$ cat src/design/median_heat_rise_detector_unit_macros.svh
// ----------------------------------------------------------------------------
// median_heat_rise_detector_unit_macros.svh
// Assertion macros shared by the median heat rise detector.
// ----------------------------------------------------------------------------
`ifndef MEDIAN_HEAT_RISE_DETECTOR_UNIT_MACROS_SVH
`define MEDIAN_HEAT_RISE_DETECTOR_UNIT_MACROS_SVH

// same-cycle implication
`define MHRD_ASSERT_NOW(label, ante, cons, msg) \
   label: assert property (@(posedge clock) disable iff (reset) (ante) |-> (cons)) \
      else $error(msg);

// next-cycle implication
`define MHRD_ASSERT_NEXT(label, ante, cons, msg) \
   label: assert property (@(posedge clock) disable iff (reset) (ante) |=> (cons)) \
      else $error(msg);

`endif

$ cat src/design/mhrd_pkg.sv
// ----------------------------------------------------------------------------
// mhrd_pkg
// Constants, types and helpers for the median heat rise detector.
// ----------------------------------------------------------------------------
package mhrd_pkg;

   localparam int MEDIAN_TAPS   = 5;
   localparam int HISTORY_DEPTH = 30;
   localparam int SAMPLE_BITS   = 16;

   localparam int TAP_W      = $clog2(MEDIAN_TAPS + 1);
   localparam int RANK_W     = $clog2(MEDIAN_TAPS);
   localparam int MEDIAN_MID = (MEDIAN_TAPS - 1) / 2;
   localparam int CNT_W      = $clog2(HISTORY_DEPTH + 1);

   localparam int MED_W      = 16;
   localparam int COUNT_W    = 5;
   localparam int COUNT_MAX  = (1 << COUNT_W) - 1;
   localparam int THR_W      = 16;
   localparam int NEED_W     = 5;
   localparam int RISE_W     = 16;
   localparam int CSR_DATA_W = 16;
   localparam int CSR_IDX_W  = 2;

   localparam int CMP_W  = (SAMPLE_BITS > THR_W) ? SAMPLE_BITS : THR_W;
   localparam int DIFF_W = ((SAMPLE_BITS > RISE_W) ? SAMPLE_BITS : RISE_W) + 2;

   localparam logic signed [THR_W-1:0] HIGH_TEMP_RESET  = THR_W'(58);
   localparam logic [NEED_W-1:0]       HIGH_COUNT_RESET = NEED_W'(27);
   localparam logic [RISE_W-1:0]       RISE_RESET       = RISE_W'(8);

   typedef enum logic [CSR_IDX_W-1:0] {
      CSR_HIGH_TEMP  = 2'd0,
      CSR_HIGH_COUNT = 2'd1,
      CSR_RISE       = 2'd2
   } csr_index_type;

   typedef logic signed [SAMPLE_BITS-1:0] sample_type;

   typedef struct packed {
      logic signed [THR_W-1:0] high_temp;
      logic [NEED_W-1:0]       need;
      logic [RISE_W-1:0]       rise;
   } cfg_type;

   typedef struct packed {
      logic       vld;
      logic       median_vld;
      sample_type median;
   } push_type;

   typedef struct packed {
      logic [HISTORY_DEPTH-1:0] high;
      logic                     full;
      sample_type               newest;
      sample_type               oldest;
   } hist_view_type;

   function automatic logic at_or_above(sample_type s, logic signed [THR_W-1:0] t);
      logic signed [CMP_W-1:0] a;
      logic signed [CMP_W-1:0] b;
      a = CMP_W'(s);
      b = CMP_W'(t);
      return a >= b;
   endfunction

endpackage

$ cat src/design/mhrd_window.sv
// ----------------------------------------------------------------------------
// mhrd_window
// Sample window shift register, fill count and rank-select median.
// ----------------------------------------------------------------------------
module mhrd_window import mhrd_pkg::*; (
   input  logic       clock,
   input  logic       reset,
   input  logic       load,
   input  sample_type temperature,
   input  logic       advance,
   output push_type   push
);

   sample_type        win_ff [MEDIAN_TAPS];
   logic [TAP_W-1:0]  fill_ff;
   logic [TAP_W-1:0]  fill_in;
   logic [RANK_W-1:0] rank [MEDIAN_TAPS];
   sample_type        median;

   always_ff @(posedge clock) begin
      if (load) begin
         win_ff[0] <= temperature;
         for (int i = 1; i < MEDIAN_TAPS; i++) begin
            win_ff[i] <= win_ff[i-1];
         end
      end
   end

   always_comb begin
      fill_in = fill_ff;
      if (load && (fill_ff != TAP_W'(MEDIAN_TAPS))) begin
         fill_in = fill_ff + TAP_W'(1);
      end
   end

   always_ff @(posedge clock) begin
      if (reset) begin
         fill_ff <= '0;
      end else begin
         fill_ff <= fill_in;
      end
   end

   // ties broken by tap position so every rank is unique
   always_comb begin
      for (int i = 0; i < MEDIAN_TAPS; i++) begin
         rank[i] = '0;
         for (int j = 0; j < MEDIAN_TAPS; j++) begin
            if ((j != i) && ((win_ff[j] < win_ff[i]) ||
                             ((win_ff[j] == win_ff[i]) && (j < i)))) begin
               rank[i] = rank[i] + RANK_W'(1);
            end
         end
      end
   end

   always_comb begin
      median = '0;
      for (int i = 0; i < MEDIAN_TAPS; i++) begin
         if (rank[i] == RANK_W'(MEDIAN_MID)) begin
            median = win_ff[i];
         end
      end
   end

   assign push.vld        = advance;
   assign push.median_vld = (fill_ff == TAP_W'(MEDIAN_TAPS));
   assign push.median     = median;

endmodule

$ cat src/design/mhrd_history.sv
// ----------------------------------------------------------------------------
// mhrd_history
// Median history shift register with entry valid bits and high flags.
// ----------------------------------------------------------------------------
module mhrd_history import mhrd_pkg::*; (
   input  logic                    clock,
   input  logic                    reset,
   input  push_type                push,
   input  logic signed [THR_W-1:0] high_temp,
   output hist_view_type           view
);

   sample_type               hist_ff [HISTORY_DEPTH];
   sample_type               hist_in [HISTORY_DEPTH];
   logic [HISTORY_DEPTH-1:0] hvld_ff;
   logic [HISTORY_DEPTH-1:0] hvld_in;
   logic [HISTORY_DEPTH-1:0] high_ff;
   logic [HISTORY_DEPTH-1:0] high_in;
   logic                     push_en;

   assign push_en = push.vld && push.median_vld;

   // flags refresh every cycle so a new threshold takes effect when idle
   always_comb begin
      hist_in[0] = push_en ? push.median : hist_ff[0];
      hvld_in[0] = push_en ? 1'b1 : hvld_ff[0];
      for (int i = 1; i < HISTORY_DEPTH; i++) begin
         hist_in[i] = push_en ? hist_ff[i-1] : hist_ff[i];
         hvld_in[i] = push_en ? hvld_ff[i-1] : hvld_ff[i];
      end
      for (int i = 0; i < HISTORY_DEPTH; i++) begin
         high_in[i] = hvld_in[i] && at_or_above(hist_in[i], high_temp);
      end
   end

   always_ff @(posedge clock) begin
      for (int i = 0; i < HISTORY_DEPTH; i++) begin
         hist_ff[i] <= hist_in[i];
      end
   end

   always_ff @(posedge clock) begin
      if (reset) begin
         hvld_ff <= '0;
         high_ff <= '0;
      end else begin
         hvld_ff <= hvld_in;
         high_ff <= high_in;
      end
   end

   assign view.high   = high_ff;
   assign view.full   = hvld_ff[HISTORY_DEPTH-1];
   assign view.newest = hist_ff[0];
   assign view.oldest = hist_ff[HISTORY_DEPTH-1];

endmodule

$ cat src/design/mhrd_result.sv
// ----------------------------------------------------------------------------
// mhrd_result
// High count, fixed and rise checks, alarm latch and result register.
// ----------------------------------------------------------------------------
module mhrd_result import mhrd_pkg::*; (
   input  logic                     clock,
   input  logic                     reset,
   input  logic                     load,
   input  push_type                 item,
   input  hist_view_type            view,
   input  cfg_type                  cfg,
   input  logic                     ready,
   output logic                     valid,
   output logic                     median_valid,
   output logic signed [MED_W-1:0]  median_value,
   output logic [COUNT_W-1:0]       high_count,
   output logic                     history_full,
   output logic                     fixed_alarm,
   output logic                     rise_alarm,
   output logic                     alarm
);

   logic [CNT_W-1:0]         cnt;
   logic [COUNT_W-1:0]       cnt_sat;
   logic                     check;
   logic                     fixed_hit;
   logic                     rise_hit;
   logic signed [DIFF_W-1:0] diff;
   logic signed [DIFF_W-1:0] rise_ext;

   logic                     valid_ff;
   logic                     valid_in;
   logic                     alarm_ff;
   logic                     alarm_in;
   logic                     mvld_ff;
   logic signed [MED_W-1:0]  mval_ff;
   logic [COUNT_W-1:0]       count_ff;
   logic                     full_ff;
   logic                     fixed_ff;
   logic                     rise_ff;

   always_comb begin
      cnt      = CNT_W'($countones(view.high));
      cnt_sat  = (int'(cnt) > COUNT_MAX) ? COUNT_W'(COUNT_MAX) : COUNT_W'(cnt);
      check    = item.median_vld && view.full;
      diff     = DIFF_W'(view.newest) - DIFF_W'(view.oldest);
      rise_ext = signed'({{(DIFF_W - RISE_W){1'b0}}, cfg.rise});
      fixed_hit = check && (int'(cnt) >= int'(cfg.need));
      rise_hit  = check && (diff >= rise_ext);
   end

   always_comb begin
      valid_in = valid_ff;
      alarm_in = alarm_ff;
      if (load) begin
         valid_in = 1'b1;
         alarm_in = alarm_ff || fixed_hit || rise_hit;
      end else if (ready) begin
         valid_in = 1'b0;
      end
   end

   always_ff @(posedge clock) begin
      if (reset) begin
         valid_ff <= 1'b0;
         alarm_ff <= 1'b0;
      end else begin
         valid_ff <= valid_in;
         alarm_ff <= alarm_in;
      end
   end

   always_ff @(posedge clock) begin
      if (load) begin
         mvld_ff  <= item.median_vld;
         mval_ff  <= item.median_vld ? MED_W'(item.median) : '0;
         count_ff <= cnt_sat;
         full_ff  <= view.full;
         fixed_ff <= fixed_hit;
         rise_ff  <= rise_hit;
      end
   end

   assign valid        = valid_ff;
   assign median_valid = mvld_ff;
   assign median_value = mval_ff;
   assign high_count   = count_ff;
   assign history_full = full_ff;
   assign fixed_alarm  = fixed_ff;
   assign rise_alarm   = rise_ff;
   assign alarm        = alarm_ff;

endmodule

$ cat src/design/median_heat_rise_detector_unit.sv
// ----------------------------------------------------------------------------
// median_heat_rise_detector_unit
// Median-filtered fixed-temperature and rate-of-rise heat detector.
// ----------------------------------------------------------------------------
//  channel | ports                          | handshake
//  --------+--------------------------------+-----------------------------
//  req     | req_temperature                | req_valid / req_ready
//  rsp     | rsp_median_valid .. rsp_alarm  | rsp_valid / rsp_ready
//  csr     | csr_index, csr_wdata           | csr_we, no wait
//
//  One word in, one word out: rsp_valid rises once the accepted word has
//  passed through window, history and result registers. A new word is taken
//  every cycle while rsp_ready keeps the pipe from stalling.
//  Synchronous reset clears fills, history valid bits and the alarm latch.
//  A stalled result holds the pipe; up to three words are held in flight.
// ----------------------------------------------------------------------------
`include "median_heat_rise_detector_unit_macros.svh"

module median_heat_rise_detector_unit import mhrd_pkg::*; (
   input  logic                          clock,
   input  logic                          reset,
   input  logic                          req_valid,
   output logic                          req_ready,
   input  logic signed [SAMPLE_BITS-1:0] req_temperature,
   output logic                          rsp_valid,
   input  logic                          rsp_ready,
   output logic                          rsp_median_valid,
   output logic signed [MED_W-1:0]       rsp_median_value,
   output logic [COUNT_W-1:0]            rsp_high_count,
   output logic                          rsp_history_full,
   output logic                          rsp_fixed_alarm,
   output logic                          rsp_rise_alarm,
   output logic                          rsp_alarm,
   input  logic                          csr_we,
   input  logic [CSR_IDX_W-1:0]          csr_index,
   input  logic [CSR_DATA_W-1:0]         csr_wdata
);

   cfg_type       cfg_ff;
   cfg_type       cfg_in;
   logic          m_vld_ff;
   logic          m_vld_in;
   logic          c_vld_ff;
   logic          c_vld_in;
   push_type      c_item_ff;
   push_type      push;
   hist_view_type view;
   logic          rsp_free;
   logic          c_go;
   logic          c_free;
   logic          m_go;
   logic          m_free;
   logic          load;

   always_comb begin
      cfg_in = cfg_ff;
      if (csr_we) begin
         case (csr_index)
            CSR_HIGH_TEMP:  cfg_in.high_temp = signed'(csr_wdata[THR_W-1:0]);
            CSR_HIGH_COUNT: cfg_in.need      = csr_wdata[NEED_W-1:0];
            CSR_RISE:       cfg_in.rise      = csr_wdata[RISE_W-1:0];
            default:        cfg_in = cfg_ff;
         endcase
      end
   end

   always_ff @(posedge clock) begin
      if (reset) begin
         cfg_ff.high_temp <= HIGH_TEMP_RESET;
         cfg_ff.need      <= HIGH_COUNT_RESET;
         cfg_ff.rise      <= RISE_RESET;
      end else begin
         cfg_ff <= cfg_in;
      end
   end

   assign rsp_free  = !rsp_valid || rsp_ready;
   assign c_go      = c_vld_ff && rsp_free;
   assign c_free    = !c_vld_ff || rsp_free;
   assign m_go      = m_vld_ff && c_free;
   assign m_free    = !m_vld_ff || c_free;
   assign req_ready = m_free;
   assign load      = req_valid && m_free;

   always_comb begin
      m_vld_in = load ? 1'b1 : (m_go ? 1'b0 : m_vld_ff);
      c_vld_in = m_go ? 1'b1 : (c_go ? 1'b0 : c_vld_ff);
   end

   always_ff @(posedge clock) begin
      if (reset) begin
         m_vld_ff <= 1'b0;
         c_vld_ff <= 1'b0;
      end else begin
         m_vld_ff <= m_vld_in;
         c_vld_ff <= c_vld_in;
      end
   end

   always_ff @(posedge clock) begin
      if (m_go) begin
         c_item_ff <= push;
      end
   end

   mhrd_window u_window (
      .clock       (clock),
      .reset       (reset),
      .load        (load),
      .temperature (req_temperature),
      .advance     (m_go),
      .push        (push)
   );

   mhrd_history u_history (
      .clock     (clock),
      .reset     (reset),
      .push      (push),
      .high_temp (cfg_ff.high_temp),
      .view      (view)
   );

   mhrd_result u_result (
      .clock        (clock),
      .reset        (reset),
      .load         (c_go),
      .item         (c_item_ff),
      .view         (view),
      .cfg          (cfg_ff),
      .ready        (rsp_ready),
      .valid        (rsp_valid),
      .median_valid (rsp_median_valid),
      .median_value (rsp_median_value),
      .high_count   (rsp_high_count),
      .history_full (rsp_history_full),
      .fixed_alarm  (rsp_fixed_alarm),
      .rise_alarm   (rsp_rise_alarm),
      .alarm        (rsp_alarm)
   );

   `MHRD_ASSERT_NOW(a_stall_only_when_full, !req_ready, m_vld_ff && c_vld_ff && rsp_valid && !rsp_ready, "input stalled with room in the pipe")
   `MHRD_ASSERT_NOW(a_hit_needs_full, rsp_valid && (rsp_fixed_alarm || rsp_rise_alarm), rsp_history_full && rsp_median_valid && rsp_alarm, "alarm hit without full history")
   `MHRD_ASSERT_NEXT(a_alarm_sticky, rsp_alarm, rsp_alarm, "alarm latch dropped")

endmodule

$ cat config.mk
export PLATFORM = sky130hd
export DESIGN_NAME = median_heat_rise_detector_unit
export DESIGN_NICKNAME = d
export VERILOG_FILES = /design/src/design/mhrd_pkg.sv /design/src/design/mhrd_window.sv /design/src/design/mhrd_history.sv /design/src/design/mhrd_result.sv /design/src/design/median_heat_rise_detector_unit.sv
export VERILOG_INCLUDE_DIRS = /design/src /design/src/design
export SDC_FILE = /design/constraint.sdc
export NUM_CORES = 2
export LEC_CHECK = 0
export ABC_CLOCK_PERIOD_IN_PS = 19300
export BUFFER_PORTS_ARGS = -buffer_cell sky130_fd_sc_hd__buf_2
export CAP_MARGIN = 20
export CORE_MARGIN = 1
export CORE_UTILIZATION = 60
export CTS_CLUSTER_DIAMETER = 200
export DETAILED_ROUTE_END_ITERATION = 7
export MAX_ROUTING_LAYER = met4
export PLACE_DENSITY_LB_ADDON = 0.08
export SETUP_SLACK_MARGIN = 0.1
export SLEW_MARGIN = 30
export SYNTH_ARGS = -nofsm -noshare
export SYNTH_HDL_FRONTEND = slang
export SYNTH_SLANG_ARGS = --single-unit
export TNS_END_PERCENT = 10
$ cat constraint.sdc
create_clock -name clock -period 19.3 [get_ports clock]
set_input_delay 3.86 -clock clock [delete_from_list [all_inputs] [get_ports clock]]
set_output_delay 3.86 -clock clock [all_outputs]
set_load 0.01 [all_outputs]
Yosys cells after proc, flatten, opt, wreduce, memory -nomap -nowiden

Memories as Yosys holds them, arrays and structs flattened.
Index checks and enable logic that the tools add are counted.
Widths: inputs -> output; s select.

Add/subtract/negate cells: 46
$lt $le $gt $ge: 52
Equal/unequal tests: 19
Mux-type cells: 93
Reduce and logical (&&, ||, !) cells: 63

Operator list:

| kind                | count |
|---|---|
| $mux 16             | 35 |
| $ge 16x16->1        | 30 |
| $lt 16x16->1        | 20 |
| $eq 16x16->1        | 10 |
| $add 5x5->5         | 14 |
| $add 3x1->3 const B | 15 |
| $mux 3              | 15 |
| $mux 1              | 43 |
| $logic_and 1x1->1   | 38 |
| $add 1x1->2         | 15 |
| $ge 18x17->1        | 1 |
| $sub 16x16->17      | 1 |
| $eq 3x2->1 const B  | 5 |
| $logic_or 1x1->1    | 15 |
| $reduce_and 2->1    | 3 |
| $reduce_bool 2->1   | 3 |
| $ge 5x5->1          | 1 |
| $eq 3x3->1 const B  | 1 |
| $logic_not 1->1     | 3 |
| $ne 3x3->1 const B  | 1 |
| $add 1x1->2 const B | 1 |
| $eq 2x1->1 const B  | 1 |
| $eq 2x2->1 const B  | 1 |
| $logic_not 2->1     | 1 |

Register bits: 146
RAM bits: 560
Output and inout port bits: 28
Word-level logic and storage cells: 293
Memories: 2

Memories:

| name              | words | width | read ports | clocked after Yosys merged registers in | write ports | RTL line           | source |
|---|---|---|---|---|---|---|---|
| u_history.hist_ff | 30    | 16    | 30         | 0                                       | 30          | mhrd_history.sv:13 | `sample_type hist_ff [HISTORY_DEPTH];` |
| u_window.win_ff   | 5     | 16    | 5          | 0                                       | 5           | mhrd_window.sv:14  | `sample_type win_ff [MEDIAN_TAPS];` |

Longest topological paths before layout

An unclocked memory read counts as a cell.

Word-level depth: 18
Mapped depth: 36
Mapped depth without buffers: 34

By module

Synthesis repeated with hierarchy kept, for this count alone.

Cells, all modules: 4753
Area, all modules: 41263.3 um^2

By module, submodules not included:

| module                         | times used | cells an instance | area each (um^2) | sequential area each (um^2) |
|---|---|---|---|---|
| mhrd_history                   | 1          | 3413              | 27978.1          | 10810.4 |
| mhrd_window                    | 1          | 833               | 7995.2           | 2462.4 |
| mhrd_result                    | 1          | 330               | 3105.5           | 790.8 |
| median_heat_rise_detector_unit | 1          | 177               | 2184.6           | 1321.3 |

Worst setup path before layout

Ideal clock, no wire load.

Path kind: in2reg
Start: in rsp_ready
End: reg u_window.fill_ff[1]
Library setup time: 0.128 ns
Data arrival time: 8.941 ns
Setup slack: 10.231 ns
Stages on the path: 5
Path buffers: 0
Path through: nor2b_1 -> a31oi_1 -> nand2_1 -> a21oi_1 -> nor2_1

Cells in the longest elaborated chain, start to end: 5

RTL lines:

| what                 | RTL line                             | source |
|---|---|---|
| from (decl)          | median_heat_rise_detector_unit.sv:26 | `input logic rsp_ready,` |
| $logic_or 1x1->1     | median_heat_rise_detector_unit.sv:77 | `assign rsp_free = !rsp_valid \|\| rsp_ready;` |
| $logic_or 1x1->1     | median_heat_rise_detector_unit.sv:79 | `assign c_free = !c_vld_ff \|\| rsp_free;` |
| $logic_or 1x1->1     | median_heat_rise_detector_unit.sv:81 | `assign m_free = !m_vld_ff \|\| c_free;` |
| $logic_and 1x1->1    | median_heat_rise_detector_unit.sv:83 | `assign load = req_valid && m_free;` |
| named net load       | median_heat_rise_detector_unit.sv:53 | `logic load;` |
| $logic_and 1x1->1    | mhrd_window.sv:31                    | `if (load && (fill_ff != TAP_W'(MEDIAN_TAPS))) begin` |
| to (signal assigned) | mhrd_window.sv:40                    | `fill_ff <= fill_in;` |
| to (decl)            | mhrd_window.sv:15                    | `logic [TAP_W-1:0] fill_ff;` |

The timed path passes the listed nets, and every way through them passes these cells.
A chain may end at the register's enable or synchronous reset.

Worst setup path in the final report

Start: in rsp_ready
End: out req_ready

Cells in the longest elaborated chain, start to end: 3

RTL lines:

| what             | RTL line                             | source |
|---|---|---|
| $logic_or 1x1->1 | median_heat_rise_detector_unit.sv:77 |  |
| $logic_or 1x1->1 | median_heat_rise_detector_unit.sv:79 |  |
| $logic_or 1x1->1 | median_heat_rise_detector_unit.sv:81 |  |
| to (decl)        | median_heat_rise_detector_unit.sv:23 | `output logic req_ready,` |

Every way passes these cells.

==> key figures <==
Detailed routing
  • Drt pass-1 iters: 8
  • Vias per inst: 5.673
  • Top layer in use: met4
  • Drt initial violations: 2254
  • Final WL: 101100 um
  • DR DRC count: 1
  • Met3 WL post-DR: between 5000 and 6000 um
  • ANT nets after route: 0
  • Vias: 32090
  • Met2 wire length: 44070 um
  • M1 WL: 48890 um
  • Routed length per placed instance: between 15 and 20 um

Yosys
  • Post-synth net total: 5468
  • Top post-synthesis cells by area: dfxtp_1, ha_1, nand2_1
  • Post-synthesis async set-or-reset flop share: 0
  • Cell variety after synth: 93
  • Post-synthesis sequential element count: a little over 700
  • Top-count cell post-synth: nand2_1
  • Total number of yosys warnings: 0
  • Main synth FF type: dfxtp_1
  • Post-synthesis area per instance: between 8 and 9 sq um
  • EDFF count, synth: 122
  • Post-Syn Area: between 0.04 and 0.05 sq mm
  • Synth top cells by count: nand2_1, ha_1, dfxtp_1
  • Synth area leader: dfxtp_1
  • Post-synthesis sequential area ratio: 0.3804
  • Synthesized instance count: roughly 4700
  • Area share of the largest cell type after synthesis: 0.2896

Worst setup path
  • Required @ worst endpoint: 15440 ps
  • Critical path endpoint category: primary output
  • CP peak stage delay: 420 ps
  • Bufs and invs on worst path: 2
  • Setup CP Type: in -> out
  • Worst endpoint data arrival time: 4720 ps
  • CP dominant cell by count: buf_2
  • Critical Path Start Type: input pin
  • CP delay by family, top: simple AND/OR/NAND/NOR gates
  • CP Max Fanout: 6
  • Cell Chain, Critical Path: buf_2 -> nor2b_1 -> nand3_1 -> buf_2
  • Slowest-stage cell, CP: nor2b_1

Clock network
  • CTS buffer count: 80
  • H-tree levels: 3
  • Post-CTS resize count: 0
  • Post-CTS Setup Inserts: 0
  • Root Buffer: clkbuf_16
  • CTS tree: yes
  • Clock transition at path regs: 60 ps
  • Clock Latency Late Sink: approximately 630 ps
  • CTS Buffer Depth: 3
  • CTS Sinks: 706
  • Cts hold-fix bufs: 0

Timing
  • Fin. Hold Viols: 0
  • RSZ-0062 raised after global routing: no
  • Endpoints failing setup: 0
  • Final period util: 0.4446
  • Max-slew violations: 0
  • WHS: 455.9 ps
  • Slew HR: 0.3508
  • Minimum clock period: roughly 8600 ps
  • Setup TNS: 0 ps
  • Worst-Margin Slew: between 900 and 1000 ps
  • FMAX: 0.1165 GHz
  • Clock Skew: 16.66 ps

Pwr
  • Switch share: 0.2753
  • Power density cells: 80.34 mW/mm^2
  • Part of the power in the clock network: 0.413
  • Peak supply drop: about 0.080 mV
  • Reg power frac: 0.444
  • Combinational share of power: 0.142
  • Leakage: 21.82 nW
  • Pint: 2.564 mW
  • Sw Pwr: 0.9744 mW

Run status
  • Failing checks: DRC
  • Status: complete, but fails checks

Final layout
  • Share of cells above drive strength 1: 0.05428
  • Nets: 5511
  • Post-Route Utilization: 0.6652
  • Layout area overhead: 9.119%
  • Fill cells: 5532

Run
  • Max Cap Violations: 0

GRT
  • Pin count of the biggest net entering global routing: between 150 and 200
  • First-pass GRT wire length: around 160000 um
  • Vias in the first global route: between 30000 and 40000
  • Antenna violations before repair: 4
  • Global Route Usage Sum: 0.3039
  • Total gr overflow: 0

Floorplan
  • Initial Util: 0.6096
  • Core Rows: 94
  • Die height: about 260 um
  • Core area: 0.06622 sq mm
  • I/O pin count: 67
  • Die area: 0.06832 sq mm
  • Die W: ~260 um

Place
  • Gpl congestion: 0.9443
  • Port Buf Inserts: 66
  • HPWL Detailed: 71740 um

Hold path
  • Worst Hold Class: reg -> reg
## routing by layer
metal  track usage  up-vias
li1              -    16260
met1        0.4178    14990
met2        0.4583      681
met3       0.05004      164
met4       0.08866        0
met5             -        -
## power groups by stage
stage / Sequential, mW / Combinational [mW] / Clock, mW
floorplan: 1.59 / 0.348 / 0
global placement: 1.60 / 0.480 / 0
detailed placement: 1.60 / 0.488 / 0
CTS: 1.57 / 0.492 / 1.49
global route: 1.57 / 0.553 / 1.54
finish: 1.57 / 0.504 / 1.46
## cell usage in the layout (no fill, tap or decap), types with 8 or more instances in the layout
master     synthesis  routed
o21ai_0          158     158
edfxtp_1         122     122
a31oi_1           16      15
or3_1             10      10
nand3_1           44      44
and4_1            17      17
nand3b_1          10      10
a21o_1           103     103
a41oi_1           12      12
fa_1              26      26
a21boi_0          17      17
o221ai_1          20      20
clkbuf_16          0      82
clkbuf_1         120      20
and2_1            20      20
nand2b_1          59      59
a221o_1           15      15
buf_4              1      34
mux2i_1           11      11
nor2_1           126     126
xnor2_1           17      17
nand2_1         1514    1513
clkinv_2           1      19
ha_1             715     715
nor3_1            38      38
nor2b_1           89      88
buf_2              6      66
nand4_1          108     108
a211oi_1          12      12
a2111oi_0          8       8
a21oi_1          237     237
dfxtp_1          584     583
clkbuf_8           0      10
o21a_1            58      58
inv_1            245     234
clkinv_1           0      12
a211o_1           15      15
## worst paths after layout
path | end | from | depth (start not counted) | slack (ps)
setup / recovery | req_ready | rsp_ready | 4 | 10720
hold / removal | u_history.hist_ff[1][154] | u_history.hist_ff[1][138] | 2 | 460
setup reg to reg | u_history.high_ff[0] | u_window.win_ff[0][1] | 34 | 12080
hold reg to reg | u_history.hist_ff[1][154] | u_history.hist_ff[1][138] | 2 | 460
## metrics by stage
step                      setup WS (ps)  power, mW  area [sq um]  instances
final                             10720      3.539         44050       5657
after global routing              10630      3.666         44050       5657
after CTS                         10720      3.550         44040       5654
after detailed placement          10420      2.092         41550       5513
after global placement            10430      2.083         41540       5513
after floorplan                   10230      1.939         40370       4688
## sequential cells by signal (all words and copies together) (netlist names), 3 cells and up
register	flops
u_window.win_ff	80
u_window.fill_ff	3
u_history.hist_ff	480
u_history.hvld_ff	30
cfg_ff	37
u_result.median_value	16
u_result.high_count	5
c_item_ff	17
u_history.high_ff	30
## final cells by class
class | instances | area [sq um] | area share
Inverter | 246 | 924.6 | 0.02099
Multi-Input combinational cell | 3594 | 23550 | 0.5347
Clock inverter | 28 | 219.0 | 0.004971
Clock buffer | 113 | 2270 | 0.05153
Antenna cell | 3 | 7.507 | 0.0001704
Timing Repair Buffer | 103 | 636.9 | 0.01446
Sequential cell | 706 | 15360 | 0.3486
Tap cell | 864 | 1081 | 0.02454
## cells by family (layout without fill, tap and decap cells)
family	Yosys count	count (layout)	synth area share
AO/OA/AOI/OAI	740	740	0.1184
other	0	3	0
multiplexers	15	15	0.004277
buffers and inverters	388	490	0.03716
AND/OR/NAND/NOR	2075	2075	0.2203
XOR/XNOR	23	23	0.004990
adder cells (fa/ha/maj)	741	741	0.2345
flip-flops	706	706	0.3804
## tightest hold or removal path, stage by stage, from the launching register on
cell and delay [ps]:
dfxtp_1 300, nand2_1 50, nand2_1 60
No activity file was read; power rests on OpenSTA's default activity.
